$ cat src/rtl/core/assert_macros.svh
// Assertion macros shared by the hopscotch cache RTL.
// Each macro expands to one labeled concurrent assertion with a reset disable.
`ifndef ASSERT_MACROS_SVH
`define ASSERT_MACROS_SVH

// The expression must never be true at a clock edge outside reset.
`define ASSERT_NEVER(lbl, clk, rst, expr, msg) \
  lbl: assert property (@(posedge clk) disable iff (rst) !(expr)) else $error(msg);

// When the antecedent holds, the consequent must hold in the next cycle.
`define ASSERT_NEXT(lbl, clk, rst, ante, cons, msg) \
  lbl: assert property (@(posedge clk) disable iff (rst) (ante) |=> (cons)) else $error(msg);

`endif

$ cat src/rtl/core/hci_pkg.sv
// Shared types and constants of the hopscotch cache lookup-and-insert block.
// No dependencies; hci_ifs, hci_ctrl, hci_dpath and the top level import this package.
package hci_pkg;

  localparam int KEY_W             = 64;
  localparam int CTL_W             = 2;
  localparam int TIME_W            = 32;
  localparam int MASK_W            = 32;
  localparam int MASK_IDX_W        = 5;
  localparam int SLOT_OUT_W        = 8;
  localparam int DEF_TABLE_SLOTS   = 256;
  localparam int DEF_NEIGHBOR_SPAN = 32;

  typedef struct packed {
    logic [KEY_W-1:0]  player_key;
    logic [CTL_W-1:0]  controller_index;
    logic [TIME_W-1:0] now_time;
  } req_t;

  typedef struct packed {
    logic [SLOT_OUT_W-1:0] slot_index;
    logic                  was_hit;
    logic                  replaced_live;
    logic                  bad_key;
  } rsp_t;

  typedef struct packed {
    logic load_req;
    logic mask_rd;
    logic mask_cap;
    logic probe_rd;
    logic probe_eval;
    logic hit_wr;
    logic vic_init;
    logic vic_step;
    logic vic_wr;
    logic vmask_rd;
    logic vmask_wr;
    logic clr_step;
    logic res_bad;
    logic res_hit;
    logic res_miss;
    logic out_load;
  } cmd_t;

  typedef struct packed {
    logic key_zero;
    logic scan_empty;
    logic probe_hit;
    logic vic_done;
    logic vic_at_home;
    logic clr_done;
    logic out_free;
  } sts_t;

endpackage

$ cat src/rtl/core/hci_ctrl.sv
// Controller state machine of the hopscotch cache.
// Depends on hci_pkg; drives the datapath through cmd_t and reads sts_t.
module hci_ctrl import hci_pkg::*; (
  input  logic clk,
  input  logic rst,
  input  logic req_valid,
  output logic req_ready,
  input  sts_t sts,
  output cmd_t cmd
);

  typedef enum logic [12:0] {
    ST_CLR    = 13'b0000000000001,
    ST_IDLE   = 13'b0000000000010,
    ST_MRD    = 13'b0000000000100,
    ST_MWAIT  = 13'b0000000001000,
    ST_SCAN   = 13'b0000000010000,
    ST_PWAIT  = 13'b0000000100000,
    ST_VSCAN  = 13'b0000001000000,
    ST_VWR    = 13'b0000010000000,
    ST_VMRD   = 13'b0000100000000,
    ST_VMWAIT = 13'b0001000000000,
    ST_VMWR   = 13'b0010000000000,
    ST_RESULT = 13'b0100000000000,
    ST_SPARE  = 13'b1000000000000
  } state_t;

  state_t state, state_next;

  always_ff @(posedge clk) begin
    if (rst) begin
      state <= ST_CLR;
    end else begin
      state <= state_next;
    end
  end

  always_comb begin
    state_next = state;
    cmd        = '0;
    req_ready  = 1'b0;
    unique case (state)
      ST_CLR: begin
        cmd.clr_step = 1'b1;
        if (sts.clr_done) begin
          state_next = ST_IDLE;
        end
      end
      ST_IDLE: begin
        req_ready = 1'b1;
        if (req_valid) begin
          cmd.load_req = 1'b1;
          if (sts.key_zero) begin
            cmd.res_bad = 1'b1;
            state_next  = ST_RESULT;
          end else begin
            state_next = ST_MRD;
          end
        end
      end
      ST_MRD: begin
        cmd.mask_rd = 1'b1;
        state_next  = ST_MWAIT;
      end
      ST_MWAIT: begin
        cmd.mask_cap = 1'b1;
        state_next   = ST_SCAN;
      end
      ST_SCAN: begin
        if (sts.scan_empty) begin
          cmd.vic_init = 1'b1;
          state_next   = ST_VSCAN;
        end else begin
          cmd.probe_rd = 1'b1;
          state_next   = ST_PWAIT;
        end
      end
      ST_PWAIT: begin
        if (sts.probe_hit) begin
          cmd.hit_wr  = 1'b1;
          cmd.res_hit = 1'b1;
          state_next  = ST_RESULT;
        end else begin
          cmd.probe_eval = 1'b1;
          state_next     = ST_SCAN;
        end
      end
      ST_VSCAN: begin
        if (sts.vic_done) begin
          state_next = ST_VWR;
        end else begin
          cmd.vic_step = 1'b1;
        end
      end
      ST_VWR: begin
        cmd.vic_wr   = 1'b1;
        cmd.res_miss = 1'b1;
        state_next   = sts.vic_at_home ? ST_RESULT : ST_VMRD;
      end
      ST_VMRD: begin
        cmd.vmask_rd = 1'b1;
        state_next   = ST_VMWAIT;
      end
      ST_VMWAIT: begin
        cmd.vmask_rd = 1'b1;
        state_next   = ST_VMWR;
      end
      ST_VMWR: begin
        cmd.vmask_wr = 1'b1;
        state_next   = ST_RESULT;
      end
      ST_RESULT: begin
        if (sts.out_free) begin
          cmd.out_load = 1'b1;
          state_next   = ST_IDLE;
        end
      end
      default: begin
        state_next = ST_CLR;
      end
    endcase
  end

endmodule

$ cat config.mk
export PLATFORM = sky130hd
export DESIGN_NAME = hci_ctrl
export DESIGN_NICKNAME = d
export VERILOG_FILES = /design/src/rtl/core/assert_macros.svh /design/src/rtl/core/hci_pkg.sv /design/src/rtl/core/hci_ctrl.sv
export SDC_FILE = /design/constraint.sdc
export NUM_CORES = 1
export LEC_CHECK = 0
export BUFFER_PORTS_ARGS = -buffer_cell sky130_fd_sc_hd__buf_2
export CORE_MARGIN = 5
export CORE_UTILIZATION = 45
export CTS_BUF_LIST = sky130_fd_sc_hd__clkbuf_4
export CTS_CLUSTER_DIAMETER = 100
export DETAILED_ROUTE_END_ITERATION = 8
export GPL_TIMING_DRIVEN = 0
export HOLD_SLACK_MARGIN = 0.12
export PLACE_DENSITY = 0.86
export REMOVE_ABC_BUFFERS = 1
export SYNTH_ARGS = -nofsm -noshare
export SYNTH_HDL_FRONTEND = slang
export SYNTH_SLANG_ARGS = --single-unit
$ cat constraint.sdc
create_clock -name clk -period 1.8 [get_ports clk]
set_input_delay 0 -clock clk [delete_from_list [all_inputs] [get_ports clk]]
set_output_delay 0 -clock clk [all_outputs]
set_load 0.005 [all_outputs]
==> results of run 1 <==
==> metal layers <==
metal,wire length [microns],GRT usage [%],vias to the layer above
met5,0,0,-
met4,89,13.6,0
met3,219,4.51,14
met2,1600,43.8,66
met1,1340,26.2,522
li1,-,-,515
==> timing repair <==
action,CTS,global route
pin swaps,14,9
hold endpoints to repair,8,0
setup buffers,13,7
setup endpoints to repair,23,24
hold buffers,7,0
resized for setup,30,9
==> worst max-delay path by stage <==
stage                        endpoint  slack (ns)                    from
3_3_place_gp   state[10]$_SDFFE_PP0P_       -0.26  state[11]$_SDFFE_PP0P_
3_5_place_dp    state[9]$_SDFFE_PP0P_       -0.29  state[11]$_SDFFE_PP0P_
4_1_cts                       cmd[13]       -0.08   state[5]$_SDFFE_PP0P_
2_1_floorplan   state[3]$_SDFFE_PP0P_       -0.16  state[11]$_SDFFE_PP0P_
6_report        state[1]$_SDFFE_PP0P_       -0.19   state[4]$_SDFFE_PP0P_
5_1_grt         state[1]$_SDFFE_PP0P_       -0.26   state[4]$_SDFFE_PP0P_
==> placed cells by master (no fill, tap or decap), types with 2 or more instances in the layout <==
master         synthesis  layout
nor4_2                 0       3
nand2b_1               5       5
dfxtp_1               12       2
a21oi_1                5       5
or4b_4                 0       3
nor4b_1                2       2
or4_4                  1       5
nand2_1                4       4
nor2b_1                2       2
buf_2                  1      26
o31ai_1                2       2
inv_1                 10      10
or2_2                  2       2
nand4_1                4       4
dfxtp_4                0       5
nand3_2                0       2
nor4_1                12       8
nor2_1                 7       5
clkbuf_4               1       3
o21a_1                 2       2
and3_1                 3       3
nand3b_1               2       2
dfxtp_2                0       5
dlygate4sd3_1          0       7
buf_4                  2      18
nor3_1                 3       2
==> cell families after synthesis <==
| kind of cell | count (synthesis) | share of synthesized area (%) |
|---|---|---|
| and+or+nand+nor | 61 | 45.7 |
| xor gates and xnor gates | 2 | 2.10 |
| DFF | 12 | 28.8 |
| buffers and inverters | 15 | 8.25 |
| AOI/OAI and AO/OA | 17 | 15.1 |
==> stage by stage <==
| stage | total power [W] | hold WS (ns) |
|---|---|---|
| after detailed placement | 0.000514 | 0.194 |
| after global placement | 0.000505 | 0.192 |
| after global routing | 0.000903 | 0.226 |
| final | 0.000861 | 0.177 |
| after floorplan | 0.000447 | 0.0311 |
| after CTS | 0.000783 | 0.167 |
==> layout make-up <==
| class | count | share of cell area (%) |
|---|---|---|
| multi-input combinational | 80 | 46.6 |
| timing repair buffer | 53 | 27.1 |
| sequential | 12 | 19.6 |
| inverter | 10 | 2.77 |
| tap | 25 | 2.31 |
| clock buffer | 3 | 1.66 |
==> worst min-delay path: cells and delay by family <==
kind	cells	cell delay, ns
AND/OR/NAND/NOR	2	0.22
AO/OA/AOI/OAI	1	0.11
buffers and inverters	1	0.09
==> power groups by stage <==
stage | Combinational (W) | Clock (W) | Sequential (W)
after global routing | 0.000409 | 0.000181 | 0.000314
after global placement | 0.000197 | 0 | 0.000308
final | 0.000379 | 0.000172 | 0.000309
after CTS | 0.000311 | 0.000166 | 0.000306
after detailed placement | 0.000203 | 0 | 0.000311
after floorplan | 0.000142 | 0 | 0.000305
==> synth_stat cells (3+ instances only) <==
master | n | area share [%]
nor3_1 | 3 | 1.8
and3_1 | 3 | 2.2
nand4_1 | 4 | 3.0
dfxtp_1 | 12 | 29
inv_1 | 10 | 4.5
or4b_2 | 3 | 3.6
nand2_1 | 4 | 1.8
or4_1 | 5 | 4.5
nand3_1 | 3 | 1.8
nand2b_1 | 5 | 3.7
a21oi_1 | 5 | 3.0
nor2_1 | 7 | 3.1
nor4_1 | 12 | 9.0
==> qor.tcl, run 1 <==
set qor(finalWorstSetupSlack_ns) -0.187
set qor(fmax_ghz) 0.503
set qor(antenna_cells) 0
set qor(postSynthRegisterBits) 12
set qor(vdd.ir_drop.worst_mv) 0.437
set qor(final.min_clock_period_ns) 1.99
set qor(reg2reg_slack_ns) -0.19
set qor(syn-instance-count) 107
set qor(power.static_leakage_nw) 0.611
set qor(routedWlPerCell_microns) 17.7
set qor(grt_start_max_net_pins) 10
set qor(power.share.combinational_pct) 44.0
set qor(yosysUniqueCellTypes) 37
set qor(totalWireLength_microns) 3240
set qor(synth_sequential_area_ratio_pct) 28.8
set qor(clock_tree_from_tritoncts) {done}
set qor(worstPathArrival_ns) 2.21
set qor(clock_insertion_delay_worst_skew_ns) 0.28
set qor(yosys_most_used_dff) {dfxtp_1}
set qor(worstPathRequired_ns) 2.02
set qor(worst-path-stages) 5
set qor(grt_setup_unrepaired) {true}
set qor(finalSetupViolations) 25
set qor(dieHeight_microns) 53.1
set qor(grt_pass1_wl_microns) 4870
set qor(power.clock.fraction_pct) 20.0
set qor(critPathKind) {flop to flop}
set qor(r2r-end) {state[1]$_SDFFE_PP0P_}
set qor(initial_utilization_pct) 47.8
set qor(slew-limit-headroom_pct) 67.9
set qor(worst_hold_startpoint) {req_valid}
set qor(final.period_utilization_pct) 110
set qor(critPathBufInv) 1
set qor(die_area_sq_um) 2820
set qor(critical_path_cell_by_cell) {or4_4, or4_4, buf_4, o221ai_1, and3_1}
set qor(worstMarginPinSlew_ns) 0.477
set qor(clkTransAtPathRegs_ns) 0.07
set qor(dpl.hpwl_microns) 1650
set qor(die_x_microns) 53.1
set qor(cpMostUsedCell) {or4_4}
set qor(preCtsSetupSlack_ns) -0.286
set qor(max_cap_viol_count) 0
set qor(port_buffers) 26
set qor(r2r_start) {state[4]$_SDFFE_PP0P_}
set qor(clkSinkCount) 12
set qor(fin_setup_tns_ns) -2.77
set qor(layout.core_utilization_pct) 77.6
set qor(max_flop_register) {state}
set qor(final-seq-area_sq_um) 265
set qor(power_per_cell_area_nw_per_um2) 636
set qor(hold_depth) 4
set qor(hold_path.class) {primary input to flop}
set qor(vias) 1117
set qor(crit_family) {simple AND/OR/NAND/NOR gates}
set qor(largest_reg_flops) 12
set qor(net-switching-power_w) 0.000305
set qor(stdcell_area_sq_um) 1350
set qor(grt_pass1_vias) 1062
set qor(finish.cell_count_without_fillers) 183
set qor(setup.worst_path.start_class) {flop}
set qor(synthesis.area_per_instance_sq_um) 7.80
set qor(fillCellCount) 109
set qor(hold_path_end) {state[11]$_SDFFE_PP0P_}
set qor(critical_path.endpoint_type) {flop}
set qor(antenna_left) 0
set qor(placement_cell_area_sq_um) 965
set qor(yosys_warnings) 0
set qor(number_of_rows_created_at_floorplan) 15
set qor(cpPeakStageDelay_ns) 0.58
set qor(globalRouteOverflowTotal) 0
set qor(hold_viol) 0
set qor(final_net_count) 170
set qor(global_route.usage.total_pct) 24.3
set qor(drc_errors) 0
set qor(sw_frac_of_total_pct) 35.5
set qor(numPlacedInstances) 153
set qor(cell_at_the_root_of_the_clock_tree) {clkbuf_4}
set qor(drt_first_iter_violations) 52
set qor(area_growth_pct) 62.2
set qor(failed_checks) {negative setup slack}
set qor(post_route_cells_drive_above_1_share_pct) 51.9
set qor(multi_input_comb_area_sq_um) 631
set qor(reg_top3) {state x12}
set qor(ff2ff_path_depth) 5
set qor(cts_max_path_buffers) 2
set qor(share_of_flip_flops_with_an_asynchronous_set_or_reset_pct) 0
set qor(post_synth_instance_area_sq_um) 835
set qor(core-area_sq_um) 1750
set qor(critical-path-slowest-cell) {or4_4}
set qor(detail_route.first_pass.iterations) 4
set qor(internal_power_w) 0.000556
set qor(finClkSkew_ns) 0.00303
set qor(via_per_inst) 6.10
set qor(crit_path_max_fanout) 7
set qor(number_of_enable_type_register_cells_in_the_synthesized_netlist) 0
set qor(status) {finished, violations left}
set qor(seq_power_share_pct) 35.9
set qor(timing_max_transition_violations_final) 0
set qor(cts_made_buffers) 3
set qor(cts-htree-levels) 1
set qor(top_level_ports) 27
set qor(grt_antenna_before_repair) 0
set qor(gp_congestion) 0.943
No activity file was read; power rests on OpenSTA's default activity.
==> inputs of run 2 (changes only) <==
--- a/config.mk
+++ b/config.mk
@@ -7,2 +7,3 @@
 export LEC_CHECK = 0
+export ABC_CLOCK_PERIOD_IN_PS = 1800
 export BUFFER_PORTS_ARGS = -buffer_cell sky130_fd_sc_hd__buf_2
@@ -16,3 +17,2 @@
 export PLACE_DENSITY = 0.86
-export REMOVE_ABC_BUFFERS = 1
 export SYNTH_ARGS = -nofsm -noshare
==> constraint.sdc (replaced) <==
create_clock -name clk -period 1.8 [get_ports clk]
set_input_delay 0.27 -clock clk [delete_from_list [all_inputs] [get_ports clk]]
set_output_delay 0.27 -clock clk [all_outputs]
set_load 0.005 [all_outputs]
==> qor.tcl, run 2 (synthesis results as in run 1) <==
set qor(status) {finished, violations left} ;# unchanged
set qor(failed_checks) {negative setup slack} ;# unchanged
set qor(grt_pass1_wl_microns) 5300 ;# was 4870 microns
set qor(initial_utilization_pct) 47.8 ;# unchanged
set qor(post_route_cells_drive_above_1_share_pct) 61.0 ;# was 51.9%
set qor(gp_congestion) 0.901 ;# was 0.943
set qor(cts-htree-levels) 1 ;# unchanged
set qor(finalSetupViolations) 26 ;# was 25
set qor(detail_route.first_pass.iterations) 4 ;# unchanged
set qor(core-area_sq_um) 1750 ;# unchanged
set qor(worstPathArrival_ns) 1.94 ;# was 2.21 ns
set qor(drc_errors) 0 ;# unchanged
set qor(crit_path_max_fanout) 6 ;# was 7
set qor(critPathKind) {flop to output pin} ;# was flop to flop
set qor(globalRouteOverflowTotal) 0 ;# unchanged
set qor(final.min_clock_period_ns) 2.21 ;# was 1.99 ns
set qor(fillCellCount) 112 ;# was 109
set qor(power.share.combinational_pct) 43.6 ;# was 44.0%
set qor(clock_tree_from_tritoncts) {done} ;# unchanged
set qor(critical_path_cell_by_cell) {or4_4, buf_6, nor3_4, and2_1, buf_2} ;# was or4_4, or4_4, buf_4, o221ai_1, and3_1
set qor(final.period_utilization_pct) 123 ;# was 110%
set qor(vdd.ir_drop.worst_mv) 0.499 ;# was 0.437 mV
set qor(totalWireLength_microns) 3490 ;# was 3240 microns
set qor(area_growth_pct) 69.0 ;# was 62.2%
set qor(grt_antenna_before_repair) 0 ;# unchanged
set qor(grt.busiest_layer) {met2} ;# unchanged
set qor(slew-limit-headroom_pct) 73.0 ;# was 67.9%
set qor(multi_input_comb_area_sq_um) 684 ;# was 631 sq um
set qor(clkTransAtPathRegs_ns) 0.08 ;# was 0.07 ns
set qor(antenna_cells) 0 ;# unchanged
set qor(sw_frac_of_total_pct) 37.7 ;# was 35.5%
set qor(final_cell_mix) {25 x buf_4, 23 x buf_2, 9 x inv_1} ;# was 26 x buf_2, 18 x buf_4, 10 x inv_1
set qor(worstMarginPinSlew_ns) 0.395 ;# was 0.477 ns
set qor(die_area_sq_um) 2820 ;# unchanged
set qor(seq_power_share_pct) 35.9 ;# about the same
set qor(cts_made_buffers) 3 ;# unchanged
set qor(power.static_leakage_nw) 0.639 ;# was 0.611 nW
set qor(power_per_cell_area_nw_per_um2) 631 ;# was 636 nW/um^2
set qor(final-seq-area_sq_um) 268 ;# was 265 sq um
set qor(synth.net_count) 117
set qor(reg_top3) {state x12} ;# unchanged
set qor(largest_reg_flops) 12 ;# unchanged
set qor(antenna_left) 0 ;# unchanged
set qor(top_level_ports) 27 ;# unchanged
set qor(finClkSkew_ns) 0.00636 ;# was 0.00303 ns
set qor(critPathBufInv) 2 ;# was 1
set qor(number_of_rows_created_at_floorplan) 15 ;# unchanged
set qor(stdcell_area_sq_um) 1410 ;# was 1350 sq um
set qor(grt_pass1_vias) 1109 ;# was 1062
set qor(cts_max_path_buffers) 2 ;# unchanged
set qor(power.clock.fraction_pct) 20.5 ;# was 20.0%
set qor(clock_insertion_delay_worst_skew_ns) 0.29 ;# was 0.28 ns
set qor(crit_family) {simple AND/OR/NAND/NOR gates} ;# unchanged
set qor(internal_power_w) 0.000555 ;# was 0.000556 W
set qor(preCtsSetupSlack_ns) -0.315 ;# was -0.286 ns
set qor(final_common_cell) {buf_4} ;# was buf_2
set qor(dpl.hpwl_microns) 1790 ;# was 1650 microns
set qor(routedWlPerCell_microns) 19.0 ;# was 17.7 microns
set qor(fmax_ghz) 0.452 ;# was 0.503 GHz
set qor(global_route.usage.total_pct) 26.4 ;# was 24.3%
set qor(critical-path-slowest-cell) {or4_4} ;# unchanged
set qor(max_cap_viol_count) 0 ;# unchanged
set qor(hold_viol) 0 ;# unchanged
set qor(gr-usage-met2_pct) 44.8 ;# was 43.8%
set qor(grt_setup_unrepaired) {true} ;# unchanged
set qor(grt.met1_usage_pct) 27.2 ;# was 26.2%
set qor(worstPathRequired_ns) 1.53 ;# was 2.02 ns
set qor(timing_max_transition_violations_final) 0 ;# unchanged
set qor(vias) 1142 ;# was 1117
set qor(cpPeakStageDelay_ns) 0.59 ;# was 0.58 ns
set qor(clkSinkCount) 12 ;# unchanged
set qor(finalWorstSetupSlack_ns) -0.412 ;# was -0.187 ns
set qor(net-switching-power_w) 0.000336 ;# was 0.000305 W
set qor(dieHeight_microns) 53.1 ;# unchanged
set qor(setup.worst_path.start_class) {flop} ;# unchanged
set qor(grt_start_max_net_pins) 10 ;# unchanged
set qor(cell_at_the_root_of_the_clock_tree) {clkbuf_4} ;# unchanged
set qor(via_per_inst) 6.21 ;# was 6.10
set qor(hold_path.class) {primary input to flop} ;# unchanged
set qor(drt_first_iter_violations) 20 ;# was 52
set qor(placement_cell_area_sq_um) 998 ;# was 965 sq um
set qor(final_net_count) 170 ;# unchanged
set qor(max_flop_register) {state} ;# unchanged
set qor(port_buffers) 26 ;# unchanged
set qor(die_x_microns) 53.1 ;# unchanged
set qor(fin_setup_tns_ns) -6.96 ;# was -2.77 ns
set qor(grt.met3_usage_pct) 6.48 ;# was 4.51%
set qor(critical_path.endpoint_type) {output pin} ;# was flop
run 2: cell types whose count changed in the layout (fill, tap and decap cells not counted), moves of 2 or more:
cell,before,now
nor4_1,8,6
nand2_1,4,1
nand2_2,0,3
buf_4,18,25
nand3_1,1,3
dlygate4sd3_1,7,0
buf_6,1,4
buf_2,26,23
nor4_4,1,4
nand3_2,2,0
run 2: path summary, 6_finish.rpt:
check                           slack [ns]  cells past startpoint                     end                   from
worst max register to register       -0.35                      7   state[7]$_SDFFE_PP0P_  state[6]$_SDFFE_PP0P_
worst max-delay path                 -0.41                      5                 cmd[15]  state[8]$_SDFFE_PP0P_
worst min-delay path                  0.16                      2   state[5]$_SDFFE_PP0P_                 sts[5]
worst min register to register        0.59                      2  state[10]$_SDFFE_PP0P_  state[9]$_SDFFE_PP0P_
run 2: worst register-to-register path: cells and delay by family, from the launching register on:
family / cells / cell delay (ns)
buffers and inverters: 3 / 0.46
flip-flops: 1 / 0.37
AND/OR/NAND/NOR: 3 / 0.74
AO/OA/AOI/OAI: 1 / 0.45
run 2: power groups by stage:
stage / Sequential, W / Combinational [W] / Clock [W]
detailed placement: 0.000311 / 0.000209 / 0
global placement: 0.000310 / 0.000201 / 0
global route: 0.000324 / 0.000409 / 0.000192
floorplan: 0.000305 / 0.000143 / 0
finish: 0.000320 / 0.000388 / 0.000183
CTS: 0.000312 / 0.000321 / 0.000178
run 2: what timing repair did:
action	CTS	global route
setup endpoints to repair	27	28
gates resized for setup	35	21
buffers inserted	18	6
pin swaps	12	10
cloned	0	0
hold buffers	0	0
run 2: final cells by class:
cell class	count	area share (%)
Inverter	10	2.66
Timing Repair Buffer	50	23.6
Clock inverter	1	0.266
Clock buffer	3	1.60
Sequential cell	12	19.0
Tap cell	25	2.22
Multi-Input combinational cell	80	48.5
Buffer	3	2.13
run 2: routing by layer:
layer,part of all wire [%],vias up
met5,0,-
met4,9.0,0
met3,6.0,33
met2,49,65
met1,36,526
li1,-,518
run 2: per-stage QoR:
step	power [W]	instances	util (%)	hold WS, ns
6_report	0.000890	184	80.8	0.159
2_1_floorplan	0.000448	107	-	0.339
5_1_grt	0.000925	184	80.8	0.161
4_1_cts	0.000811	179	74.0	0.151
3_3_place_gp	0.000511	158	57.2	0.453
3_5_place_dp	0.000520	158	57.2	0.455
